===== src/rtl/iwht_pkg.sv =====
package iwht_pkg;

    // Field widths of the external words.
    localparam int COEFF_W     = 21;
    localparam int PIX_W       = 12;
    localparam int CFG_W       = 4;
    localparam int MODE_W      = 2;
    localparam int DEPTH_W     = 4;

    // Block geometry: a 4x4 block addressed in raster order.
    localparam int POS_W       = 4;
    localparam int N_POS       = 16;

    // Arithmetic shift applied to every coefficient before the transform.
    localparam int COEFF_SHIFT = 2;

    // Working width of residuals, wide enough for both passes and DPCM sums.
    localparam int DATA_W      = 26;

    // Configuration register indexes.
    localparam logic REG_DPCM_MODE = 1'b0;
    localparam logic REG_BIT_DEPTH = 1'b1;

    // DPCM mode codes; any other code means plain transform.
    localparam logic [MODE_W-1:0] MODE_VERT = 2'd1;
    localparam logic [MODE_W-1:0] MODE_HORZ = 2'd2;

    // Pixel depth limits and reset values.
    localparam logic [DEPTH_W-1:0] DEPTH_MIN   = 4'd8;
    localparam logic [DEPTH_W-1:0] DEPTH_MAX   = 4'd12;
    localparam logic [MODE_W-1:0]  MODE_RESET  = 2'd0;
    localparam logic [DEPTH_W-1:0] DEPTH_RESET = 4'd8;

    // Raster position of the last word of a block.
    localparam logic [POS_W-1:0] LAST_POS = 4'd15;

    // Control of the lifting butterfly unit.
    typedef struct packed {
        logic       cap;
        logic [1:0] cap_idx;
        logic       step;
        logic [1:0] idx;
    } lift_ctl_t;

    // Control that travels with one residual word read from the work memory.
    typedef struct packed {
        logic             valid;
        logic [POS_W-1:0] pos;
    } recon_ctl_t;

endpackage


===== src/rtl/inverse_wht4x4_recon_dpcm_top.sv =====
// Lossless 4x4 inverse Walsh-Hadamard reconstruction with optional DPCM.
// Input: one word per cycle (coeff, pred_pixel) in raster order, taken at
// a clock edge where start is high and busy is low. The sixteenth word of a
// block raises busy and starts the reconstruction.
// Configuration: wr_en, wr_index and wr_data write dpcm_mode (index 0) or
// bit_depth (index 1) at once; the values in force at the sixteenth word
// are used for that block.
// Processing: the shifted coefficients sit in a 16-word work memory with a
// single read and a single write port. Each of the eight lines (four rows,
// then four columns) is read, run through 4 lifting levels in one shared
// butterfly unit and written back.
// Output: 16 words follow the transform, one per cycle, each marked by
// strobe after the memory read, stage one and the output registers;
// last_pixel marks the sixteenth. The receiver cannot stall; every word is
// valid for exactly one cycle. busy stays high after the sixteenth word
// until the sweep has read the last word, and no new word is taken meanwhile.
// Reset clears the load counter, the sequencer and the registers to plain
// mode and 8-bit depth; memory contents are not cleared.
module inverse_wht4x4_recon_dpcm_top
    import iwht_pkg::*;
(
    input  logic                      clk,
    input  logic                      rst_n,
    input  logic                      start,
    output logic                      busy,
    input  logic signed [COEFF_W-1:0] coeff,
    input  logic [PIX_W-1:0]          pred_pixel,
    input  logic                      wr_en,
    input  logic                      wr_index,
    input  logic [CFG_W-1:0]          wr_data,
    output logic [PIX_W-1:0]          recon_pixel,
    output logic                      last_pixel,
    output logic                      strobe
);

    typedef enum logic [4:0] {
        S_IDLE  = 5'b00001,
        S_READ  = 5'b00010,
        S_LIFT  = 5'b00100,
        S_WRITE = 5'b01000,
        S_EMIT  = 5'b10000
    } state_t;

    state_t             state_reg, state_next;
    logic [2:0]         cnt_reg, cnt_next;
    logic [1:0]         line_reg, line_next;
    logic               pass_reg, pass_next;
    logic [POS_W-1:0]   emit_cnt_reg, emit_cnt_next;
    logic [POS_W-1:0]   load_cnt_reg;
    logic [MODE_W-1:0]  mode_reg;
    logic [DEPTH_W-1:0] depth_reg;
    logic [MODE_W-1:0]  blk_mode_reg;
    logic [DEPTH_W-1:0] blk_depth_reg;
    recon_ctl_t         rd_ctl_reg, rd_ctl_next;

    logic                     accept;
    logic [1:0]               k;
    logic [POS_W-1:0]         line_addr;
    logic                     work_we;
    logic [POS_W-1:0]         work_waddr;
    logic [DATA_W-1:0]        work_wdata;
    logic [POS_W-1:0]         work_raddr;
    logic [DATA_W-1:0]        work_rdata;
    logic [PIX_W-1:0]         pred_rdata;
    logic signed [DATA_W-1:0] load_word;
    logic signed [DATA_W-1:0] lift_dout;
    lift_ctl_t                lift_ctl;

    assign busy   = (state_reg != S_IDLE);
    assign accept = start & ~busy;

    // Configuration registers.
    always_ff @(posedge clk or negedge rst_n)
    begin
        if (!rst_n)
        begin
            mode_reg  <= MODE_RESET;
            depth_reg <= DEPTH_RESET;
        end
        else if (wr_en)
        begin
            unique case (wr_index)
                REG_DPCM_MODE: mode_reg  <= wr_data[MODE_W-1:0];
                REG_BIT_DEPTH: depth_reg <= wr_data;
            endcase
        end
    end

    // Load counter and the settings captured with the last word of a block.
    always_ff @(posedge clk or negedge rst_n)
    begin
        if (!rst_n)
        begin
            load_cnt_reg  <= '0;
            blk_mode_reg  <= MODE_RESET;
            blk_depth_reg <= DEPTH_RESET;
        end
        else if (accept)
        begin
            load_cnt_reg <= load_cnt_reg + 4'd1;
            if (load_cnt_reg == LAST_POS)
            begin
                blk_mode_reg <= mode_reg;
                if (depth_reg < DEPTH_MIN)
                begin
                    blk_depth_reg <= DEPTH_MIN;
                end
                else if (depth_reg > DEPTH_MAX)
                begin
                    blk_depth_reg <= DEPTH_MAX;
                end
                else
                begin
                    blk_depth_reg <= depth_reg;
                end
            end
        end
    end

    // Sequencer over the row pass, the column pass and the output sweep.
    always_comb
    begin
        state_next    = state_reg;
        cnt_next      = cnt_reg;
        line_next     = line_reg;
        pass_next     = pass_reg;
        emit_cnt_next = emit_cnt_reg;
        rd_ctl_next   = '0;
        unique case (state_reg)
            S_IDLE:
            begin
                if (accept && load_cnt_reg == LAST_POS)
                begin
                    state_next = S_READ;
                    cnt_next   = '0;
                    line_next  = '0;
                    pass_next  = 1'b0;
                end
            end
            S_READ:
            begin
                cnt_next = cnt_reg + 3'd1;
                if (cnt_reg == 3'd4)
                begin
                    state_next = S_LIFT;
                    cnt_next   = '0;
                end
            end
            S_LIFT:
            begin
                cnt_next = cnt_reg + 3'd1;
                if (cnt_reg == 3'd3)
                begin
                    state_next = S_WRITE;
                    cnt_next   = '0;
                end
            end
            S_WRITE:
            begin
                cnt_next = cnt_reg + 3'd1;
                if (cnt_reg == 3'd3)
                begin
                    cnt_next = '0;
                    if (line_reg == 2'd3)
                    begin
                        line_next = '0;
                        if (pass_reg)
                        begin
                            state_next    = S_EMIT;
                            emit_cnt_next = '0;
                        end
                        else
                        begin
                            state_next = S_READ;
                            pass_next  = 1'b1;
                        end
                    end
                    else
                    begin
                        state_next = S_READ;
                        line_next  = line_reg + 2'd1;
                    end
                end
            end
            S_EMIT:
            begin
                rd_ctl_next.valid = 1'b1;
                rd_ctl_next.pos   = emit_cnt_reg;
                emit_cnt_next     = emit_cnt_reg + 4'd1;
                if (emit_cnt_reg == LAST_POS)
                begin
                    state_next = S_IDLE;
                end
            end
            default:
            begin
                state_next = S_IDLE;
            end
        endcase
    end

    always_ff @(posedge clk or negedge rst_n)
    begin
        if (!rst_n)
        begin
            state_reg    <= S_IDLE;
            cnt_reg      <= '0;
            line_reg     <= '0;
            pass_reg     <= 1'b0;
            emit_cnt_reg <= '0;
            rd_ctl_reg   <= '0;
        end
        else
        begin
            state_reg    <= state_next;
            cnt_reg      <= cnt_next;
            line_reg     <= line_next;
            pass_reg     <= pass_next;
            emit_cnt_reg <= emit_cnt_next;
            rd_ctl_reg   <= rd_ctl_next;
        end
    end

    // Address of element k of the current row or column.
    assign k         = cnt_reg[1:0];
    assign line_addr = pass_reg ? {k, line_reg} : {line_reg, k};

    // Work memory port selection: loads, write-back of a line, reads.
    assign load_word  = DATA_W'(coeff >>> COEFF_SHIFT);
    assign work_we    = accept | (state_reg == S_WRITE);
    assign work_waddr = accept ? load_cnt_reg : line_addr;
    assign work_wdata = accept ? load_word : lift_dout;
    assign work_raddr = (state_reg == S_EMIT) ? emit_cnt_reg : line_addr;

    // Butterfly control: read data arrives in the cycle after its address.
    always_comb
    begin
        lift_ctl.cap     = (state_reg == S_READ) && (cnt_reg != 3'd0);
        lift_ctl.cap_idx = 2'(cnt_reg - 3'd1);
        lift_ctl.step    = (state_reg == S_LIFT);
        lift_ctl.idx     = cnt_reg[1:0];
    end

    iwht_ram #(
        .WIDTH (DATA_W),
        .DEPTH (N_POS)
    ) u_work_mem (
        .clk   (clk),
        .we    (work_we),
        .waddr (work_waddr),
        .wdata (work_wdata),
        .raddr (work_raddr),
        .rdata (work_rdata)
    );

    iwht_ram #(
        .WIDTH (PIX_W),
        .DEPTH (N_POS)
    ) u_pred_mem (
        .clk   (clk),
        .we    (accept),
        .waddr (load_cnt_reg),
        .wdata (pred_pixel),
        .raddr (emit_cnt_reg),
        .rdata (pred_rdata)
    );

    iwht_lift u_lift (
        .clk  (clk),
        .ctl  (lift_ctl),
        .din  ($signed(work_rdata)),
        .dout (lift_dout)
    );

    iwht_recon u_recon (
        .clk         (clk),
        .rst_n       (rst_n),
        .ctl         (rd_ctl_reg),
        .mode        (blk_mode_reg),
        .depth       (blk_depth_reg),
        .resid       ($signed(work_rdata)),
        .pred        (pred_rdata),
        .recon_pixel (recon_pixel),
        .last_pixel  (last_pixel),
        .strobe      (strobe)
    );

endmodule


===== src/rtl/iwht_ram.sv =====
module iwht_ram #(
    parameter int WIDTH = 8,
    parameter int DEPTH = 16
) (
    input  logic                     clk,
    input  logic                     we,
    input  logic [$clog2(DEPTH)-1:0] waddr,
    input  logic [WIDTH-1:0]         wdata,
    input  logic [$clog2(DEPTH)-1:0] raddr,
    output logic [WIDTH-1:0]         rdata
);

    logic [WIDTH-1:0] mem [DEPTH];
    logic [WIDTH-1:0] rdata_reg;

    // One write port and one registered read port.
    always_ff @(posedge clk)
    begin
        if (we)
        begin
            mem[waddr] <= wdata;
        end
        rdata_reg <= mem[raddr];
    end

    assign rdata = rdata_reg;

endmodule


===== src/rtl/iwht_lift.sv =====
module iwht_lift
    import iwht_pkg::*;
(
    input  logic                     clk,
    input  lift_ctl_t                ctl,
    input  logic signed [DATA_W-1:0] din,
    output logic signed [DATA_W-1:0] dout
);

    // Working registers named after the lifting variables.
    logic signed [DATA_W-1:0] a_reg;
    logic signed [DATA_W-1:0] b_reg;
    logic signed [DATA_W-1:0] c_reg;
    logic signed [DATA_W-1:0] d_reg;
    logic signed [DATA_W-1:0] e_reg;

    // Capture the four line values, then run the four lifting levels in turn.
    always_ff @(posedge clk)
    begin
        if (ctl.cap)
        begin
            case (ctl.cap_idx)
                2'd0:    a_reg <= din;
                2'd1:    c_reg <= din;
                2'd2:    d_reg <= din;
                default: b_reg <= din;
            endcase
        end
        else if (ctl.step)
        begin
            case (ctl.idx)
                2'd0:
                begin
                    a_reg <= a_reg + c_reg;
                    d_reg <= d_reg - b_reg;
                end
                2'd1:
                begin
                    e_reg <= (a_reg - d_reg) >>> 1;
                end
                2'd2:
                begin
                    b_reg <= e_reg - b_reg;
                    c_reg <= e_reg - c_reg;
                end
                default:
                begin
                    a_reg <= a_reg - b_reg;
                    d_reg <= d_reg + c_reg;
                end
            endcase
        end
    end

    // Results leave in line order a, b, c, d.
    always_comb
    begin
        case (ctl.idx)
            2'd0:    dout = a_reg;
            2'd1:    dout = b_reg;
            2'd2:    dout = c_reg;
            default: dout = d_reg;
        endcase
    end

endmodule


===== src/rtl/iwht_recon.sv =====
module iwht_recon
    import iwht_pkg::*;
(
    input  logic                     clk,
    input  logic                     rst_n,
    input  recon_ctl_t               ctl,
    input  logic [MODE_W-1:0]        mode,
    input  logic [DEPTH_W-1:0]       depth,
    input  logic signed [DATA_W-1:0] resid,
    input  logic [PIX_W-1:0]         pred,
    output logic [PIX_W-1:0]         recon_pixel,
    output logic                     last_pixel,
    output logic                     strobe
);

    logic signed [DATA_W-1:0] col_acc_reg [4];
    logic signed [DATA_W-1:0] row_acc_reg;
    logic signed [DATA_W-1:0] prev;
    logic signed [DATA_W-1:0] res;

    logic                     s1_valid_reg;
    logic                     s1_last_reg;
    logic signed [DATA_W-1:0] s1_res_reg;
    logic [PIX_W-1:0]         s1_pred_reg;

    logic signed [DATA_W:0]   sum;
    logic signed [DATA_W:0]   lim_ext;
    logic [PIX_W:0]           lim;
    logic [PIX_W-1:0]         pix;

    logic                     strobe_reg;
    logic                     last_reg;
    logic [PIX_W-1:0]         recon_reg;

    // DPCM: add the running sum above (vertical) or to the left (horizontal).
    always_comb
    begin
        prev = '0;
        if (mode == MODE_VERT && ctl.pos[3:2] != 2'd0)
        begin
            prev = col_acc_reg[ctl.pos[1:0]];
        end
        else if (mode == MODE_HORZ && ctl.pos[1:0] != 2'd0)
        begin
            prev = row_acc_reg;
        end
        res = resid + prev;
    end

    // Stage one: residual after DPCM, with the running sums kept per column and row.
    always_ff @(posedge clk)
    begin
        if (ctl.valid)
        begin
            col_acc_reg[ctl.pos[1:0]] <= res;
            row_acc_reg               <= res;
        end
        s1_last_reg <= (ctl.pos == LAST_POS);
        s1_res_reg  <= res;
        s1_pred_reg <= pred;
    end

    always_ff @(posedge clk or negedge rst_n)
    begin
        if (!rst_n)
        begin
            s1_valid_reg <= 1'b0;
        end
        else
        begin
            s1_valid_reg <= ctl.valid;
        end
    end

    // Stage two: add the prediction and clip to the pixel range.
    always_comb
    begin
        lim     = (PIX_W + 1)'((13'd1 << depth) - 13'd1);
        lim_ext = $signed({{(DATA_W - PIX_W){1'b0}}, lim});
        sum     = $signed({s1_res_reg[DATA_W-1], s1_res_reg})
                + $signed({{(DATA_W + 1 - PIX_W){1'b0}}, s1_pred_reg});
        if (sum[DATA_W])
        begin
            pix = '0;
        end
        else if (sum > lim_ext)
        begin
            pix = lim[PIX_W-1:0];
        end
        else
        begin
            pix = sum[PIX_W-1:0];
        end
    end

    always_ff @(posedge clk)
    begin
        recon_reg <= pix;
    end

    always_ff @(posedge clk or negedge rst_n)
    begin
        if (!rst_n)
        begin
            strobe_reg <= 1'b0;
            last_reg   <= 1'b0;
        end
        else
        begin
            strobe_reg <= s1_valid_reg;
            last_reg   <= s1_valid_reg & s1_last_reg;
        end
    end

    assign recon_pixel = recon_reg;
    assign last_pixel  = last_reg;
    assign strobe      = strobe_reg;

endmodule


===== config.mk =====
export PLATFORM = sky130hd
export DESIGN_NAME = inverse_wht4x4_recon_dpcm_top
export DESIGN_NICKNAME = d
export VERILOG_FILES = /design/src/rtl/iwht_pkg.sv /design/src/rtl/inverse_wht4x4_recon_dpcm_top.sv /design/src/rtl/iwht_ram.sv /design/src/rtl/iwht_lift.sv /design/src/rtl/iwht_recon.sv
export SDC_FILE = /design/constraint.sdc
export NUM_CORES = 2
export LEC_CHECK = 0
export ABC_AREA = 1
export BUFFER_PORTS_ARGS = -buffer_cell sky130_fd_sc_hd__buf_2
export CORE_MARGIN = 2
export CORE_UTILIZATION = 50
export DETAILED_ROUTE_END_ITERATION = 8
export PLACE_DENSITY = 0.65
export SYNTH_ARGS = -nofsm -noshare
export SYNTH_HDL_FRONTEND = slang
export SYNTH_HIERARCHICAL = 1
export SYNTH_SLANG_ARGS = --single-unit
export TNS_END_PERCENT = 50

===== constraint.sdc =====
create_clock -name clk -period 3.2 [get_ports clk]
set_input_delay 0.16 -clock clk [delete_from_list [all_inputs] [get_ports clk]]
set_output_delay 0.16 -clock clk [all_outputs]
set_load 0.01 [all_outputs]

Yosys cells after proc, flatten, opt, wreduce, memory -nomap -nowiden
Memory sizes are Yosys's and may differ from the RTL's. A register that Yosys moved wholly into a read port is not among the register bits.
Cells that the tools add are included.
Word-level totals
  register bits: 245
  RAM bits: 712
  input bits: 42
  output and inout bits: 15
  word-level logic and storage cells: 170
  memories: 3
Memory list
  u_work_mem.mem: words 16, bits a word 26, read ports 1, clocked after memory_dff 1, write ports 1, line iwht_ram.sv:13  | logic [WIDTH-1:0] mem [DEPTH];
  u_pred_mem.mem: words 16, bits a word 12, read ports 1, clocked after memory_dff 1, write ports 1, line iwht_ram.sv:13
  u_recon.col_acc_reg: words 4, bits a word 26, read ports 1, clocked after memory_dff 0, write ports 1, line iwht_recon.sv:16  | logic signed [DATA_W-1:0] col_acc_reg [4];
Cells by class
  add/subtract/negate cells: 15
  $lt $le $gt $ge: 3
  equal/unequal tests: 30
  shift-type cells: 1
  mux-type cells: 57
  bitwise logic cells: 6
  reductions and logical operators: 30
Operators by type and width (number)
  $mux 26: 17
  $pmux 26 s2: 2
  $add 26x26->26: 3
  $pmux 26 s3: 1
  $sub 26x26->26: 3
  $sub 25x26->26: 2
  $mux 5: 8
  $mux 4: 8
  $add 26x13->27: 1
  $gt 27x14->1: 1
  $pmux 5 s5: 1
  $reduce_and 3->1: 6
  $ne 2x2->1 const B: 7
  $shl 1x4->13 const A: 1
  $sub 13x1->13 const B: 1
  $eq 4x4->1 const B: 3
  $mux 12: 1
  $reduce_bool 2->1: 6
  $ne 2x1->1 const B: 5
  $mux 1: 9
  $mux 3: 3
  $pmux 3 s3: 1
  $add 4x1->4 const B: 2
  $eq 2x2->1 const B: 4
  other kinds (29): 46

Logic depth before layout (Yosys ltp)
  word-level depth: 6
  gate-level depth with buffers: 24
  depth with buffers taken out: 24

By module
Netlist, hierarchy kept.
Modules (own cells, without submodules)
  iwht_ram (u_work_mem): times used 1, cells each 1727, area an instance 18313.8 µm², seq. area each 13012.5 µm²
  iwht_lift: times used 1, cells each 2143, area an instance 14486.4 µm², seq. area each 3873.7 µm²
  iwht_recon: times used 1, cells each 896, area an instance 8913.5 µm², seq. area each 4999.8 µm²
  iwht_ram (u_pred_mem): times used 1, cells each 815, area an instance 8563.2 µm², seq. area each 6005.8 µm²
  inverse_wht4x4_recon_dpcm_top: times used 1, cells each 310, area an instance 2208.4 µm², seq. area each 904.6 µm²

Worst setup path before layout
Ideal clock, no wire load.
  path type: register -> register
  start point: reg rd_ctl_reg[1] (netlist bit)
  end point: mem u_recon.col_acc_reg[0][16], data pin
  setup time: 0.277 ns
  arrival time: 3.075 ns
  required time: 2.923 ns
  path slack: -0.152 ns
  stages on the path, launching flop included: 18
  buffers on the path: 1
  clock period less this slack: 3.352 ns
  cell sequence: dfrtp_1 nor2_1 inv_2 nand3_1 clkbuf_1 o32ai_1 ha_1 fa_1 nand3_1 nand2_1 a21boi_1 o21bai_1 a21oi_1 o21ai_1 a21boi_0 o21ai_1 nand2_1 nand2_1
Between the ends
  cells in the longest elaborated chain, start to end: 5
  elaborated cells between the ends (all ways): 6
  those cells by class: 1 x add/sub; 2 x mux; 2 x reduce/logical; 1 x memory
RTL lines
  from (decl): line inverse_wht4x4_recon_dpcm_top.sv:54  | recon_ctl_t rd_ctl_reg, rd_ctl_next;
  from (signal assigned): line inverse_wht4x4_recon_dpcm_top.sv:220  | rd_ctl_reg <= rd_ctl_next;
  $reduce_bool 2->1: line iwht_recon.sv:43  | else if (mode == MODE_HORZ && ctl.pos[1:0] != 2'd0)
  $logic_and 1x1->1: line iwht_recon.sv:43
  $mux 26: line iwht_recon.sv:43
  $mux 26 (*): line iwht_recon.sv:39  | if (mode == MODE_VERT && ctl.pos[3:2] != 2'd0)
  $add 26x26->26 (*): line iwht_recon.sv:47  | res = resid + prev;
  via u_recon.res[16]: line iwht_recon.sv:19  | logic signed [DATA_W-1:0] res;
  to (decl): line iwht_recon.sv:16
Mark *: on every way through the listed nets, which the timed path passes. The rest lies on a longest branch.

Worst setup path after layout
  start point: reg rd_ctl_reg[0] (netlist bit)
  end point: mem u_recon.col_acc_reg[1][16], data pin
The elaborated chain is that of the path after synthesis.

==> reports/results.txt <==
Most frequent cell on the critical path: sky130_fd_sc_hd__buf_4. Using the TritonRoute via totals, the vias-per-cell ratio works out to 5.61. The run gives 2 as the initial antenna violation count. The tools report the worst flop-to-flop path endpoint as u_recon/col_acc_reg[1][16]. The library cell used most frequently in the layout, excluding fill and tap cells, is sky130_fd_sc_hd__nand2_1. The I/O pin count was 57; the number of design-rule violations left by the first detailed-router iteration was 5002. The setup check on the worst reg-to-reg path leaves a slack of -0.16 ns. Setup violations remaining at the end of the flow were counted as 77. The growth of design area from synthesis to finish was 25.2%; the met2 capacity usage during global routing was 0.477.

The worst path in the final design needs a cycle of 3.36 ns, including I/O delays and setup. The most utilized layer in the global route result was met2. From left edge to right edge, the die measures 328 um. In the layout the commonest cells are sky130_fd_sc_hd__nand2_1 (1527), sky130_fd_sc_hd__edfxtp_1 (867), sky130_fd_sc_hd__inv_1 (822). For the worst-skew pair, the clock arrives at the later sink with an insertion delay of 0.72 ns. The tools report the count of maximum capacitance violations as 0. Static timing analysis puts the maximum clock frequency at 298 MHz.

The number of enable flip-flop cells after synthesis came out at 867. TritonCTS built the clock tree. The fraction of synthesized cell area taken by the top area cell type works out to 0.496. The share of async-settable or async-resettable flops after synthesis came out at 0.0392. The die covers 108000 um2. The portion of the post-synthesis area used by sequential elements is 0.549, and the routability congestion estimate is 1.02. For the pin with the worst max-slew slack, the measured transition is 0.961 ns.

The fraction of the cycle the final worst path needs is 1.05. Clock transition at the register clock pins on the worst setup and hold paths after CTS: 0.06 ns. The number of buffers added by the clock tree synthesis step is 104.

The cell total after placement is 7619. For the number of nets in the final layout, the log shows 6732. The final reports fail on negative setup slack. The total of buffers placed on input and output ports is 54. The run gives 3.62 ns as the required time of the worst setup path. The most used flip-flop cell after synthesis is sky130_fd_sc_hd__edfxtp_1. The run gives 105 as the pin count of the biggest net entering global routing. The global-route met1 utilization was 0.413; the largest fanout of any net on the critical path was 7. The clock tree root driver cell was sky130_fd_sc_hd__clkbuf_16.

Summed over all layers, the global routing overflow is 0. Summing over every cut layer, the via total after detailed routing is 44600. Max-slew violation total from the final report: 0. Traced cell by cell, the critical path runs through buf_12 > nor2_4 > inv_4 > buf_4 > o22ai_1 > o32ai_2 > ha_1 > buf_4 > nand3_2 > nand2_4 > a21boi_4 > o21bai_2 > a21oi_2 > o21ai_2 > a21boi_2 > o21ai_1 > nand2_1 > nand2_2.

The logs give -0.157 ns for the worst setup margin and 245 mm for the global-route wire length before repair. The run gives 0.0472 as the routing usage on met3. In this run the mean area of a mapped cell was 8.91 um2. The largest incremental delay on the critical path came out at 0.43 ns. The area of all placed cells without fillers was 65700 um2; the arrival time of data at the critical path endpoint was 3.78 ns. Relative slew slack: 0.359. Classification of the worst-slack hold path: in2async. On the critical path, the stage with the largest delay is an instance of sky130_fd_sc_hd__dfrtp_2. IR analysis of the VDD net gives a maximum drop of 597 uV. In this run the worst setup path begins at rd_ctl_reg[0]. In this run, synthesis produced a sequential element count of 995. By area the synthesized netlist is led by sky130_fd_sc_hd__edfxtp_1 (50%), sky130_fd_sc_hd__nand2_1 (12%), sky130_fd_sc_hd__nand3_1 (6.3%).

The run gives 0 as the remaining antenna violation count. For this design the static power due to leakage is 0.0284 uW. STA classifies the critical path startpoint as a register. The tools report the global router's overall resource usage as 0.300. Setup repair after global routing could not meet its margin everywhere. The logs give 0.153 ns for the smallest hold slack and 3 for the H-tree depth. Power spread over the standard cell area amounts to 906 nW/um2. The fraction of layout instances using a drive strength above 1 is 0.218, and the synthesized net count is 6129. The critical path in this run is classified as reg2reg. Post-detailed-route DRC marker count: 0.

For the distinct cell type count of the synthesized netlist, the log shows 65. The total core area came out at 104000 um2. Detailed placement ended at an HPWL of 114 mm. Synthesis produced 5891 cells. The average wire per standard cell was 21.3 um; the hold violation total from the final report was 0.

The longest clock path from root to sink contains 3 buffers. The number of global-route vias before repair was 41500; the count of clock tree sinks was 995. Excluding fillers, the count of instances in the completed layout stands at 7959. On the final layout, the worst clock skew is 0.0457 ns.

For this run, the number of Yosys warnings is 6. The register with the most flip-flops in the layout has 416 of them. The routed design has 169 mm of wire. Counting cells, the worst reg-to-reg path comes to 18.

The final total negative setup slack was -5.54 ns. For the row count, the log shows 118. The flow ran to the end, but the final reports show violations. For the starting utilization of the core area, the log shows 0.506. STA classifies the critical path endpoint as a register. In this run the critical register-to-register path is launched from rd_ctl_reg[0].

Of all cell types, the one taking the most synthesized area is sky130_fd_sc_hd__edfxtp_1. After synthesis the cells add up to 52500 um2. The post-place instance area was 57800 um2; the core utilization of the finished layout was 0.633. First-pass iteration count of the detailed router: 8.

The height of the die is 328 um. The tools report the critical path endpoint as u_recon/col_acc_reg[1][16].
power breakdown:
| part | internal (uW) | switching [uW] | total (uW) |
|---|---|---|---|
| clock | 6720 | 5260 | 12000 |
| combinational | 10700 | 18100 | 28800 |
| sequential | 17600 | 1210 | 18800 |
metrics by stage:
stage                     setup WS [ns]  power, uW
after global routing             -0.342      62500
after floorplan                  0.0176      32200
after detailed placement         -0.364      42300
after CTS                       -0.0861      55400
final                            -0.157      59500
after global placement           -0.290      42000
cell type report:
class / instances / area, um2
timing repair buffer: 683 / 5790
tap: 1380 / 1730
fill: 8338 / 38100
antenna: 1 / 2.50
clock inverter: 50 / 457
inverter: 880 / 3330
clock buffer: 140 / 2900
multi-input combinational: 3830 / 22700
sequential: 995 / 28800
worst max-delay path, delay by kind of cell (launching register included):
kind | cells | cell delay [ns]
flip-flops | 1 | 0.43
buffers and inverters | 4 | 0.54
adder cells (fa/ha/maj) | 1 | 0.36
AND/OR/NAND/NOR | 5 | 0.44
AO/OA/AOI/OAI | 8 | 1.29
routing by layer:
layer | part of all wire | vias up
met1 | 0.41 | 21300
li1 | - | 20900
met2 | 0.46 | 2052
met3 | 0.087 | 391
met4 | 0.042 | 2
met5 | 0.000065 | -
how the worst min path moves through the flow:
stage,start,endpoint,cells after the start
detailed placement,u_pred_mem/rdata[4],u_recon/s1_pred_reg[4],0
global placement,u_pred_mem/rdata[5],u_recon/s1_pred_reg[5],0
floorplan,rst_n,blk_depth_reg[0],0
global route,rst_n,blk_depth_reg[0],2
CTS,rst_n,blk_depth_reg[0],2
finish,rst_n,blk_depth_reg[2],2
what timing repair did:
item / in CTS / in global routing
cloned: 3 / 9
buffers inserted: 37 / 79
pin swaps: 63 / 212
endpoints found under the hold margin: 239 / 0
setup endpoints to repair: 117 / 149
resized for setup: 194 / 558
hold buffers: 25 / 0
cells in the mapped netlist (4+ instances only):
cell / instances
sky130_fd_sc_hd__o21ai_1: 29
sky130_fd_sc_hd__clkbuf_1: 74
sky130_fd_sc_hd__ha_1: 189
sky130_fd_sc_hd__or2_1: 6
sky130_fd_sc_hd__nor2_4: 9
sky130_fd_sc_hd__o32ai_1: 25
sky130_fd_sc_hd__inv_2: 13
sky130_fd_sc_hd__dfrtp_1: 36
sky130_fd_sc_hd__nand2_1: 1609
sky130_fd_sc_hd__buf_4: 11
sky130_fd_sc_hd__a21oi_1: 250
sky130_fd_sc_hd__fa_1: 7
sky130_fd_sc_hd__o31ai_1: 7
sky130_fd_sc_hd__a211oi_1: 32
sky130_fd_sc_hd__a21boi_0: 11
sky130_fd_sc_hd__nand3_2: 4
sky130_fd_sc_hd__nand3_1: 661
sky130_fd_sc_hd__o22ai_1: 80
sky130_fd_sc_hd__buf_2: 70
sky130_fd_sc_hd__nand4_1: 43
sky130_fd_sc_hd__edfxtp_1: 867
sky130_fd_sc_hd__xnor2_1: 28
sky130_fd_sc_hd__nor2_2: 11
sky130_fd_sc_hd__a21o_1: 21
sky130_fd_sc_hd__o21bai_1: 15
sky130_fd_sc_hd__xor2_1: 67
sky130_fd_sc_hd__nand3b_1: 14
sky130_fd_sc_hd__clkinv_1: 7
sky130_fd_sc_hd__buf_1: 19
sky130_fd_sc_hd__a21boi_1: 6
sky130_fd_sc_hd__nor3_1: 38
sky130_fd_sc_hd__nor2_1: 344
sky130_fd_sc_hd__buf_6: 12
sky130_fd_sc_hd__inv_1: 860
sky130_fd_sc_hd__a31oi_1: 6
sky130_fd_sc_hd__o21ai_0: 233
sky130_fd_sc_hd__nor4_1: 13
sky130_fd_sc_hd__dfxtp_1: 89
sky130_fd_sc_hd__and2_1: 6
sky130_fd_sc_hd__o21ai_2: 14
sky130_fd_sc_hd__nand2_2: 17
kinds of logic (layout without fill, tap and decap cells):
logic type      Yosys count  after routing  synth area share
mux                       1              1          0.000215
compound gates          749            749            0.0823
buf+inv                1066           1753            0.0804
simple gates           2789           2789             0.225
flops                   995            995             0.549
xor+xnor                 95             95            0.0159
other cells               0              1                 0
fa+ha+maj               196            196            0.0477
(Power assumes the default switching activity.)
